File: src/rtl/ntw_pkg.sv
// ntw_pkg: shared types and constants for the number to word token core
// word codes, slot layout of a queued entry and reciprocal constants
// no dependencies
`default_nettype none

package ntw_pkg;

	localparam int VALUE_W       = 31;
	localparam int CODE_W        = 5;
	localparam int DIG_W         = 4;
	localparam int GRP_W         = 10;
	localparam int NUM_GRP       = 4;
	localparam int SLOTS_PER_GRP = 5;
	localparam int NUM_SLOTS     = NUM_GRP * SLOTS_PER_GRP + 1;

	// word slots inside one group, in reading order
	localparam int SLOT_DIGIT   = 0;
	localparam int SLOT_HUNDRED = 1;
	localparam int SLOT_TENS    = 2;
	localparam int SLOT_ONES    = 3;
	localparam int SLOT_SCALE   = 4;

	localparam logic [CODE_W-1:0] WORD_ZERO      = 5'd0;
	localparam logic [CODE_W-1:0] WORD_TEEN_BASE = 5'd10;
	localparam logic [CODE_W-1:0] WORD_TENS_BASE = 5'd18;
	localparam logic [CODE_W-1:0] WORD_HUNDRED   = 5'd28;
	localparam logic [CODE_W-1:0] WORD_THOUSAND  = 5'd29;
	localparam logic [CODE_W-1:0] WORD_MILLION   = 5'd30;
	localparam logic [CODE_W-1:0] WORD_BILLION   = 5'd31;

	// floor(x / 1000) as (x * recip) >> shift, exact over each operand width
	localparam logic [31:0] RECIP1       = 32'd2199023256;
	localparam int          RECIP1_SHIFT = 41;
	localparam logic [22:0] RECIP2       = 23'd4294968;
	localparam int          RECIP2_SHIFT = 32;
	localparam logic [12:0] RECIP3       = 13'd4195;
	localparam int          RECIP3_SHIFT = 22;

	// floor(g / 100) and floor(g / 10) for g below 1000
	localparam logic [6:0] RECIP_100       = 7'd41;
	localparam int         RECIP_100_SHIFT = 12;
	localparam logic [7:0] RECIP_10        = 8'd205;
	localparam int         RECIP_10_SHIFT  = 11;

	typedef struct packed {
		logic [DIG_W-1:0] hund;
		logic [DIG_W-1:0] tens;
		logic [DIG_W-1:0] ones;
	} grp_dig_t;

	// group 0 is the billion group, the top mask bit is the lone zero word
	typedef struct packed {
		logic [NUM_SLOTS-1:0]       mask;
		grp_dig_t [NUM_GRP-1:0]     grp;
	} entry_t;

endpackage

`default_nettype wire

File: src/rtl/ntw_front.sv
// ntw_front: input pipeline that splits a value into four decimal groups
// and digits, and marks which word slots the reading uses
// depends on ntw_pkg
`default_nettype none

module ntw_front
	import ntw_pkg::*;
(
	input  logic               clk,
	input  logic               arst_n,
	input  logic               in_valid,
	output logic               in_stall,
	input  logic [VALUE_W-1:0] value,
	output logic               push,
	output entry_t             push_data,
	input  logic               q_full
);

	localparam int Q1_W = 22;
	localparam int Q2_W = 12;
	localparam int Q3_W = 2;
	localparam int D10_W = 7;

	logic adv;

	logic vld_s1, vld_s2, vld_s3, vld_s4, vld_s5, vld_s6, vld_s7;

	logic [VALUE_W-1:0] v_s1, v_s2;
	logic [Q1_W-1:0]    q1_s2, q1_s3;
	logic [Q2_W-1:0]    q2_s3, q2_s4;
	logic [Q3_W-1:0]    q3_s4;
	logic [GRP_W-1:0]   g3_s3, g3_s4;
	logic [GRP_W-1:0]   g2_s4;
	logic [GRP_W-1:0]   g_s5 [NUM_GRP];
	logic [GRP_W-1:0]   g_s6 [NUM_GRP];
	logic [DIG_W-1:0]   h_s6 [NUM_GRP];
	logic [D10_W-1:0]   d10_s6 [NUM_GRP];
	grp_dig_t           dig_s7 [NUM_GRP];

	logic [62:0]        prod1;
	logic [44:0]        prod2;
	logic [24:0]        prod3;
	logic [31:0]        rem3;
	logic [Q1_W-1:0]    rem2;
	logic [Q2_W-1:0]    rem1;
	logic [15:0]        prod100 [NUM_GRP];
	logic [17:0]        prod10 [NUM_GRP];
	logic [NUM_SLOTS-1:0] mask;

	assign adv      = !(vld_s7 && q_full);
	assign in_stall = !adv;

	assign prod1 = 63'(v_s1) * 63'(RECIP1);
	assign prod2 = 45'(q1_s2) * 45'(RECIP2);
	assign prod3 = 25'(q2_s3) * 25'(RECIP3);
	assign rem3  = 32'(v_s2) - 32'(q1_s2) * 32'd1000;
	assign rem2  = q1_s3 - Q1_W'(q2_s3) * Q1_W'(1000);
	assign rem1  = q2_s4 - Q2_W'(q3_s4) * Q2_W'(1000);

	always_comb begin
		for (int i = 0; i < NUM_GRP; i++) begin
			prod100[i] = 16'(g_s5[i]) * 16'(RECIP_100);
			prod10[i]  = 18'(g_s5[i]) * 18'(RECIP_10);
		end
	end

	always_ff @(posedge clk or negedge arst_n) begin
		if (!arst_n) begin
			vld_s1 <= 1'b0;
			vld_s2 <= 1'b0;
			vld_s3 <= 1'b0;
			vld_s4 <= 1'b0;
			vld_s5 <= 1'b0;
			vld_s6 <= 1'b0;
			vld_s7 <= 1'b0;
		end else if (adv) begin
			vld_s1 <= in_valid;
			vld_s2 <= vld_s1;
			vld_s3 <= vld_s2;
			vld_s4 <= vld_s3;
			vld_s5 <= vld_s4;
			vld_s6 <= vld_s5;
			vld_s7 <= vld_s6;
		end
	end

	always_ff @(posedge clk) begin
		if (adv) begin
			v_s1  <= value;
			v_s2  <= v_s1;
			q1_s2 <= prod1[RECIP1_SHIFT+Q1_W-1:RECIP1_SHIFT];
			g3_s3 <= rem3[GRP_W-1:0];
			q2_s3 <= prod2[RECIP2_SHIFT+Q2_W-1:RECIP2_SHIFT];
			q1_s3 <= q1_s2;
			g2_s4 <= rem2[GRP_W-1:0];
			q3_s4 <= prod3[RECIP3_SHIFT+Q3_W-1:RECIP3_SHIFT];
			q2_s4 <= q2_s3;
			g3_s4 <= g3_s3;
			g_s5[0] <= GRP_W'(q3_s4);
			g_s5[1] <= rem1[GRP_W-1:0];
			g_s5[2] <= g2_s4;
			g_s5[3] <= g3_s4;
			for (int i = 0; i < NUM_GRP; i++) begin
				g_s6[i]        <= g_s5[i];
				h_s6[i]        <= prod100[i][RECIP_100_SHIFT+DIG_W-1:RECIP_100_SHIFT];
				d10_s6[i]      <= prod10[i][RECIP_10_SHIFT+D10_W-1:RECIP_10_SHIFT];
				dig_s7[i].hund <= h_s6[i];
				dig_s7[i].tens <= DIG_W'(d10_s6[i] - D10_W'(h_s6[i]) * D10_W'(10));
				dig_s7[i].ones <= DIG_W'(g_s6[i] - GRP_W'(d10_s6[i]) * GRP_W'(10));
			end
		end
	end

	always_comb begin
		mask = '0;
		for (int i = 0; i < NUM_GRP; i++) begin
			mask[i*SLOTS_PER_GRP+SLOT_DIGIT]   = |dig_s7[i].hund;
			mask[i*SLOTS_PER_GRP+SLOT_HUNDRED] = |dig_s7[i].hund;
			mask[i*SLOTS_PER_GRP+SLOT_TENS]    = |dig_s7[i].tens;
			mask[i*SLOTS_PER_GRP+SLOT_ONES]    = (|dig_s7[i].ones) &&
				(dig_s7[i].tens != DIG_W'(1));
			mask[i*SLOTS_PER_GRP+SLOT_SCALE]   = (i < NUM_GRP - 1) &&
				((|dig_s7[i].hund) || (|dig_s7[i].tens) || (|dig_s7[i].ones));
		end
		mask[NUM_SLOTS-1] = ~|mask[NUM_SLOTS-2:0];
	end

	always_comb begin
		push_data.mask = mask;
		for (int i = 0; i < NUM_GRP; i++) begin
			push_data.grp[i] = dig_s7[i];
		end
	end

	assign push = vld_s7 && !q_full;

endmodule

`default_nettype wire

File: src/rtl/ntw_fifo.sv
// ntw_fifo: short queue of classified entries between front and back
// depends on ntw_pkg
`default_nettype none

module ntw_fifo
	import ntw_pkg::*;
#(
	parameter int DEPTH = 4
) (
	input  logic   clk,
	input  logic   arst_n,
	input  logic   push,
	input  entry_t push_data,
	output logic   full,
	input  logic   pop,
	output entry_t pop_data,
	output logic   nonempty
);

	localparam int PTR_W = (DEPTH > 1) ? $clog2(DEPTH) : 1;
	localparam int CNT_W = $clog2(DEPTH + 1);

	entry_t           mem_q [DEPTH];
	logic [PTR_W-1:0] wr_ptr_q, rd_ptr_q;
	logic [CNT_W-1:0] cnt_q;

	assign full     = cnt_q == CNT_W'(DEPTH);
	assign nonempty = cnt_q != '0;
	assign pop_data = mem_q[rd_ptr_q];

	always_ff @(posedge clk) begin
		if (push) begin
			mem_q[wr_ptr_q] <= push_data;
		end
	end

	always_ff @(posedge clk or negedge arst_n) begin
		if (!arst_n) begin
			wr_ptr_q <= '0;
			rd_ptr_q <= '0;
			cnt_q    <= '0;
		end else begin
			if (push) begin
				wr_ptr_q <= (wr_ptr_q == PTR_W'(DEPTH - 1)) ? '0 : wr_ptr_q + 1'b1;
			end
			if (pop) begin
				rd_ptr_q <= (rd_ptr_q == PTR_W'(DEPTH - 1)) ? '0 : rd_ptr_q + 1'b1;
			end
			if (push && !pop) begin
				cnt_q <= cnt_q + 1'b1;
			end else if (pop && !push) begin
				cnt_q <= cnt_q - 1'b1;
			end
		end
	end

endmodule

`default_nettype wire

File: src/rtl/ntw_back.sv
// ntw_back: word sequencer that walks the slot mask of one entry, one word
// per cycle while the output is not stalled, into a registered output stage
// depends on ntw_pkg
`default_nettype none

module ntw_back
	import ntw_pkg::*;
(
	input  logic              clk,
	input  logic              arst_n,
	input  logic              q_nonempty,
	input  entry_t            q_data,
	output logic              pop,
	output logic              out_valid,
	input  logic              out_stall,
	output logic [CODE_W-1:0] word_code,
	output logic              last_word
);

	localparam logic [CODE_W-1:0] SCALE_CODE [NUM_GRP] =
		'{WORD_BILLION, WORD_MILLION, WORD_THOUSAND, WORD_ZERO};

	logic                   act_q;
	logic [NUM_SLOTS-1:0]   rem_q;
	grp_dig_t [NUM_GRP-1:0] grp_q;
	logic                   ov_q;
	logic [CODE_W-1:0]      code_q;
	logic                   last_q;

	logic [CODE_W-1:0]    code [NUM_SLOTS];
	logic [NUM_SLOTS-1:0] oh;
	logic [CODE_W-1:0]    sel_code;
	logic                 sel_last;
	logic                 out_ok;
	logic                 emit;
	logic                 load;

	always_comb begin
		for (int i = 0; i < NUM_GRP; i++) begin
			code[i*SLOTS_PER_GRP+SLOT_DIGIT]   = CODE_W'(grp_q[i].hund);
			code[i*SLOTS_PER_GRP+SLOT_HUNDRED] = WORD_HUNDRED;
			code[i*SLOTS_PER_GRP+SLOT_TENS]    = (grp_q[i].tens == DIG_W'(1)) ?
				WORD_TEEN_BASE + CODE_W'(grp_q[i].ones) :
				WORD_TENS_BASE + CODE_W'(grp_q[i].tens);
			code[i*SLOTS_PER_GRP+SLOT_ONES]    = CODE_W'(grp_q[i].ones);
			code[i*SLOTS_PER_GRP+SLOT_SCALE]   = SCALE_CODE[i];
		end
		code[NUM_SLOTS-1] = WORD_ZERO;
	end

	// lowest remaining slot is the next word
	assign oh = rem_q & (~rem_q + 1'b1);

	always_comb begin
		sel_code = '0;
		for (int i = 0; i < NUM_SLOTS; i++) begin
			sel_code = sel_code | (oh[i] ? code[i] : '0);
		end
	end

	assign sel_last = ~|(rem_q & ~oh);
	assign out_ok   = !ov_q || !out_stall;
	assign emit     = act_q && out_ok;
	assign load     = q_nonempty && (!act_q || (emit && sel_last));
	assign pop      = load;

	always_ff @(posedge clk or negedge arst_n) begin
		if (!arst_n) begin
			act_q <= 1'b0;
			ov_q  <= 1'b0;
		end else begin
			if (load) begin
				act_q <= 1'b1;
			end else if (emit && sel_last) begin
				act_q <= 1'b0;
			end
			if (emit) begin
				ov_q <= 1'b1;
			end else if (!out_stall) begin
				ov_q <= 1'b0;
			end
		end
	end

	always_ff @(posedge clk) begin
		if (load) begin
			rem_q <= q_data.mask;
			grp_q <= q_data.grp;
		end else if (emit) begin
			rem_q <= rem_q & ~oh;
		end
		if (emit) begin
			code_q <= sel_code;
			last_q <= sel_last;
		end
	end

	assign out_valid = ov_q;
	assign word_code = code_q;
	assign last_word = last_q;

endmodule

`default_nettype wire

File: src/rtl/number_to_word_tokens_core.sv
// number_to_word_tokens_core: top level of the integer to English word code reader
// instantiates ntw_front, ntw_fifo and ntw_back; depends on ntw_pkg
`default_nettype none

// Reads a 31-bit unsigned value as a run of English word codes, one code per
// transfer on the output channel, with last_word set on the final word. A value
// gives 1 to 16 words; the back end sequencer emits one word per cycle while
// the output is not stalled and sets the rate, so back-to-back values stream
// with no gap between runs. The front end is a 7-stage pipeline (decimal group
// split and digit extraction) that takes a new value every cycle until the
// QUEUE_DEPTH entry queue in front of the sequencer is full. A value reaches
// the output register through the front end, the queue and the sequencer.

module number_to_word_tokens_core
	import ntw_pkg::*;
#(
	parameter int QUEUE_DEPTH = 4
) (
	input  logic               clk,
	input  logic               arst_n,
	input  logic               in_valid,
	output logic               in_stall,
	input  logic [VALUE_W-1:0] value,
	output logic               out_valid,
	input  logic               out_stall,
	output logic [CODE_W-1:0]  word_code,
	output logic               last_word
);

	logic   push;
	entry_t push_data;
	logic   q_full;
	logic   pop;
	entry_t pop_data;
	logic   q_nonempty;

	ntw_front u_front (
		.clk       (clk),
		.arst_n    (arst_n),
		.in_valid  (in_valid),
		.in_stall  (in_stall),
		.value     (value),
		.push      (push),
		.push_data (push_data),
		.q_full    (q_full)
	);

	ntw_fifo #(
		.DEPTH (QUEUE_DEPTH)
	) u_fifo (
		.clk       (clk),
		.arst_n    (arst_n),
		.push      (push),
		.push_data (push_data),
		.full      (q_full),
		.pop       (pop),
		.pop_data  (pop_data),
		.nonempty  (q_nonempty)
	);

	ntw_back u_back (
		.clk        (clk),
		.arst_n     (arst_n),
		.q_nonempty (q_nonempty),
		.q_data     (pop_data),
		.pop        (pop),
		.out_valid  (out_valid),
		.out_stall  (out_stall),
		.word_code  (word_code),
		.last_word  (last_word)
	);

endmodule

`default_nettype wire

File: config.mk
export PLATFORM = sky130hd
export DESIGN_NAME = number_to_word_tokens_core
export DESIGN_NICKNAME = d
export VERILOG_FILES = /design/src/rtl/ntw_pkg.sv /design/src/rtl/ntw_front.sv /design/src/rtl/ntw_fifo.sv /design/src/rtl/ntw_back.sv /design/src/rtl/number_to_word_tokens_core.sv
export SDC_FILE = /design/constraint.sdc
export NUM_CORES = 2
export LEC_CHECK = 0
export BUFFER_PORTS_ARGS = -buffer_cell sky130_fd_sc_hd__buf_4
export CAP_MARGIN = 10
export CORE_UTILIZATION = 40
export DETAILED_ROUTE_END_ITERATION = 12
export PLACE_DENSITY = 0.6
export SYNTH_ARGS = -nofsm -noshare
export SYNTH_HDL_FRONTEND = slang
export SYNTH_SLANG_ARGS = --single-unit
export TNS_END_PERCENT = 1
File: constraint.sdc
create_clock -name clk -period 6.42 [get_ports clk]
set_clock_uncertainty 0.05 [all_clocks]
set_input_delay 0.642 -clock clk [delete_from_list [all_inputs] [get_ports clk]]
set_output_delay 0.642 -clock clk [all_outputs]
set_load 0.005 [all_outputs]
### Word-level counts from Yosys, hierarchy flattened

Memories as Yosys holds them, arrays and structs flattened.
Cells that the tools add are included.

* memories kept: 6
* input bits: 35
* bits in writable memories: 444
* register bits: 218

* reductions and logical operators: 45
* multiplexer cells: 36
* bitwise operators: 22
* $mul: 22
* add/subtract/negate cells: 24
* eq/ne operators: 12

Memory list
* u_fifo.mem_q: words 4, bits a word 68, rd ports 1, clocked after Yosys merged registers in 0, write ports 1, line ntw_fifo.sv:23 `entry_t mem_q [DEPTH];`
* u_front.dig_s7: words 4, bits a word 12, rd ports 4, clocked after Yosys merged registers in 0, write ports 4, line ntw_front.sv:38 `grp_dig_t dig_s7 [NUM_GRP];`
* u_front.g_s5: words 4, bits a word 10, rd ports 4, clocked after Yosys merged registers in 0, write ports 4, line ntw_front.sv:34 `logic [GRP_W-1:0] g_s5 [NUM_GRP];`
* u_front.g_s6: words 4, bits a word 10, rd ports 4, clocked after Yosys merged registers in 0, write ports 4, line ntw_front.sv:35 `logic [GRP_W-1:0] g_s6 [NUM_GRP];`
* u_front.d10_s6: words 4, bits a word 7, rd ports 4, clocked after Yosys merged registers in 0, write ports 4, line ntw_front.sv:37 `logic [D10_W-1:0] d10_s6 [NUM_GRP];`
* u_front.h_s6: words 4, bits a word 4, rd ports 4, clocked after Yosys merged registers in 0, write ports 4, line ntw_front.sv:36 `logic [DIG_W-1:0] h_s6 [NUM_GRP];`

Operator list (count)
* 5-bit OR: 18
* 5-bit 2-to-1 mux: 15
* 10-bit by 8-bit multiplier with 18-bit output, second input constant: 4
* 10-bit by 6-bit multiplier with 16-bit output, second input constant: 4
* 31-bit by 29-bit multiplier with 60-bit output, second input constant: 1
* 4-bit OR reduction: 12
* 21-bit AND: 2
* 21-bit 2-to-1 mux: 2
* 21-bit NOT: 2
* 22-bit by 20-bit multiplier with 41-bit output, second input constant: 1
* 39-bit OR reduction: 1
* 4-bit 2-to-1 mux: 8
* 4-bit subtractor: 8
* 10-bit subtractor: 3
* 7-bit by 3-bit multiplier with 3-bit output, second input constant: 4
* 12-bit by 13-bit multiplier with 24-bit output, second input constant: 1
* 22-bit by 7-bit multiplier with 7-bit output, second input constant: 1
* 21-bit by 1-bit adder with 21-bit output, second input constant: 1
* 21-bit OR reduction: 1
* 4-bit by 4-bit adder with 5-bit output, first input constant: 4
* 5-bit by 4-bit adder with 5-bit output, first input constant: 4
* 4-bit by 1-bit equality test with 1-bit output, second input constant: 4
* 4-bit by 3-bit multiplier with 3-bit output, second input constant: 4
* 4-bit by 1-bit inequality test with 1-bit output, second input constant: 4
* other kinds (16): 52

### Logic depth before layout (Yosys ltp)

* depth in word-level cells: 22
* gate-level depth with buffers: 24
* mapped depth without buffers: 24

### Modules after synthesis

From an unflattened synthesis, not the netlist that was laid out.

* cells, all modules: 3953
* area total of the unflattened synthesis: 50134.3 um2

Modules (own cells, without submodules)
* ntw_front: times used 1, area each 35699.2 um2, seq. area each 7231.9 um2, cells each 3236
* ntw_fifo: times used 1, area each 10450.0 um2, seq. area each 8463.1 um2, cells each 398
* ntw_back: times used 1, area each 3985.1 um2, seq. area each 2302.2 um2, cells each 319

### Worst setup path after synthesis

OpenSTA, ideal clock, no wires.

* path type: register to register
* start: register u_front.v_s1[9]
* end: register u_front.q1_s2[19] (data pin)
* data required time: 6.175 ns
* library setup time: 0.195 ns
* slack: -0.649 ns
* buffers on the path: 0
* data arrival time: 6.824 ns
* cell stages (with the launch flop): 23
* cell sequence: edfxtp_1 > ha_1 > fa_1 > fa_1 > inv_1 > fa_1 > inv_1 > fa_1 > fa_1 > fa_1 > inv_1 > fa_1 > inv_1 > ha_1 > a21oi_1 > o21ai_0 > a31o_2 > a311oi_1 > o21a_1 > a211oi_1 > o31ai_1 > or4b_2 > o311ai_0

* cells in the longest elaborated chain, start to end: 1

Ends and longest elaborated chain
* start, declared: line ntw_front.sv:28 `logic [VALUE_W-1:0] v_s1, v_s2;`
* start signal, assigned: line ntw_front.sv:89 `v_s1 <= value;`
* 31-bit by 29-bit multiplier with 60-bit output: line ntw_front.sv:53 `assign prod1 = 63'(v_s1) * 63'(RECIP1);`
* net u_front.prod1[60]: line ntw_front.sv:40 `logic [62:0] prod1;`
* end signal, assigned: line ntw_front.sv:91 `q1_s2 <= prod1[RECIP1_SHIFT+Q1_W-1:RECIP1_SHIFT];`
* end, declared: line ntw_front.sv:29 `logic [Q1_W-1:0] q1_s2, q1_s3;`

The timed path passes the listed nets, and every way through them passes these cells.
A chain may end at the register's enable or synchronous reset.

### Final worst setup path

* start: register u_front.v_s1[5]
* end: register u_front.q1_s2[19] (data pin)

Same word-level chain as after synthesis.

==> metrics.cfg <==
[timing]
rsz0062_at_grt = true
fin_crit_sh_pct = 105
finalSetupViolCount = 17
slew_violations = 0
finalWorstSetupSlack_ns = -0.340
max_freq_ghz = 0.148
finalCriticalPeriod_ns = 6.76
tightest_slew_ns = 1.20
slew-limit-headroom_pct = 19.9
final_hold_viol_count = 0

[floorplanning]
ioPinCount = 43
start_util_pct = 40.4
die-area_mm2 = 0.117
std_cell_rows = 124
core_mm2 = 0.114
dieWidth_um = 342
die_y_um = 342

[setup_path]
start_kind = flop
crit_path_end = u_front.q1_s2[19]
worstSetupPathType = reg -> reg
cp-end-kind = flop
r2r_setup_slack_ns = -0.34
worstPathRequired_ns = 6.84
crit_path_start = u_front.v_s1[5]
worstPathArrival_ns = 7.18
path_max_fanout = 3
r2r-start = u_front.v_s1[5]
r2r-end = u_front.q1_s2[19]
reg2reg_depth = 27

[logic_synthesis]
async_flop_share_pct = 3.09
synth_ff_type = edfxtp_1
synthTopCellsByArea = edfxtp_1 33%, ha_1 24%, fa_1 21%, inv_1 8.2%, mux4_2 2.5%
syn-num-nets = 5133
synth_common_cells = 1008 x inv_1, 887 x ha_1, 501 x edfxtp_1
seq_area_frac_synth_pct = 33.5
synth_edf_count = 501
synthDistinctLibCells = 74
synth_top_area_share_pct = 32.6
postSynthCellCount = 3730
synth_most_common_cell = inv_1
yosys_register_bits = 517
syn_avg_cell_area_um2 = 12.4
syn_area_mm2 = 0.0462
yosysTopAreaCell = edfxtp_1
ys_warn_count = 0

[placement]
gp_congestion = 0.876
hpwl_mm = 77.1
pre_cts_ws_ns = -0.631
port_buffers = 42

[global_routing]
grt_pass1_wl_mm = 153
antenna_found_initial = 0
track_usage_pct = 16.7
gr-total-overflow = 0
grt_max_degree = 120
grt_pass1_vias = 28702

[routing]
drt_wl_total_mm = 94.9
drt_iter0_drc = 995
vias = 26725
antenna_left = 0
via_per_inst = 4.76
wl_per_cell_um = 16.9
dr.pass1.iters = 5
drc_errors = 0

[worst_hold_path]
hp-class = in -> reg

[clocking]
cts_buffers = 57
root_buffer = clkbuf_16
clockBufferDepth = 3
cts_sinks = 517
path_clk_slew_ns = 0.07
worstSkewPairLatency_ns = 0.66
cts_tree = yes
htreeDepth = 2

[finish]
area_growth_pct = 15.4
nNetsFinal = 5455
drive_above_1_share_pct = 14.8

[outcome]
status = complete, but fails checks
failed_checks = setup timing

[job]
max_cap_violations = 0

## what timing repair did
action / CTS / global route
resized for setup: 68 / 15
pin swaps: 59 / 14
endpoints found under the hold margin: 16 / 0
buffers inserted: 23 / 3
setup endpoints to repair: 21 / 25
hold buffers: 1 / 0
## area by class of cell
class | instances | area, um2
flip-flops and latches | 517 | 15500
well taps | 1512 | 1890
inverters | 1008 | 3790
fillers | 10385 | 61100
repair buffers | 289 | 2310
clock buffers | 62 | 1450
diodes | 1 | 2.50
multi-input cells | 2179 | 27900
clock inverters | 46 | 531
## per-stage QoR
stage	hold slack, ns	area (um2)	TNS [ns]	std cells	util (%)
after detailed placement	0.355	50600	-7.94	5479	44.3
final	0.115	53300	-2.82	5614	46.6
after CTS	0.0537	53200	-2.94	5611	46.5
after global placement	0.351	50600	-5.79	5479	44.3
after floorplan	0.296	46800	-0.0740	3730	-
after global routing	0.0707	53300	-7.62	5613	46.6
## cell families (layout without fill, tap and decap cells)
family / Yosys count / in the layout / synth area share [%]
compound gates: 313 / 313 / 4.59
xor+xnor: 126 / 126 / 2.39
fa+ha+maj: 1371 / 1371 / 45.0
buf+inv: 1034 / 1405 / 8.47
flops: 517 / 517 / 33.5
mux: 63 / 63 / 2.77
other cells: 0 / 1 / 0
simple gates: 306 / 306 / 3.35
## metal layers
metal | vias up | global-route usage (%) | routed length, um
met3 | 114 | 2.40 | 3280
met5 | - | 0 | 0
li1 | 13125 | - | -
met1 | 13157 | 21.7 | 42600
met4 | 0 | 4.26 | 2280
met2 | 329 | 29.0 | 46700
## worst max-delay path: stages, from the launching register on
cell and delay, ns:
edfxtp_1 0.45, buf_4 0.16, buf_4 0.15, ha_4 0.16, fa_2 0.37, fa_1 0.49
inv_1 0.05, fa_1 0.47, inv_1 0.05, fa_1 0.47, inv_1 0.05, fa_1 0.47
inv_1 0.05, fa_1 0.47, inv_1 0.05, fa_1 0.47, inv_1 0.04, ha_2 0.18
a21oi_4 0.16, o31ai_1 0.09, a31o_2 0.23, a311oi_2 0.25, o21a_1 0.22, a211oi_4 0.08
buf_6 0.14, o31ai_4 0.22, or4b_4 0.50, o311ai_2 0.09
## sequential cells by signal, indices dropped and copies added (netlist names), 14 cells and up
| name | cells |
|---|---|
| u_fifo.mem_q | 204 |
| u_back.code | 26 |
| u_front.q1_s2 | 22 |
| u_back.rem_q | 18 |
| u_front.g_s6 | 14 |
| u_front.g_s5 | 32 |
| u_front.dig_s7 | 38 |
| u_front.v_s1 | 31 |
## how the worst min path moves through the flow
stage | start | end | depth (start not counted)
after floorplan | arst_n | u_back.act_q | 0
after global placement | u_front.v_s2[0] | u_front.g3_s3[0] | 0
after detailed placement | u_front.g_s6[0][0] | u_front.dig_s7[0][0] | 0
after CTS | value[27] | u_front.v_s1[27] | 1
after global routing | value[29] | u_front.v_s1[29] | 1
final | value[27] | u_front.v_s1[27] | 1
## cells in the final DEF, fill, tap and decap left out, drive strengths merged, types with 13 or more instances in the layout
master,netlist,routed
nand4,13,13
clkinv,0,22
edfxtp,501,501
dfrtp,16,16
o21a,17,17
mux4,51,51
buf,10,288
a21oi,87,87
nor3,32,32
nor2,60,60
xnor2,86,86
inv,1008,1018
a211oi,16,16
nand2,77,77
xor2,40,40
nand2b,14,14
o21ai,45,45
nand3,37,37
nor2b,13,13
a21o,46,46
fa,481,481
ha,887,887
clkbuf,16,62
Power is left out: the tool's default activity adds up to more than one toggle a clock period on the data nets, which glitch-free logic cannot reach.
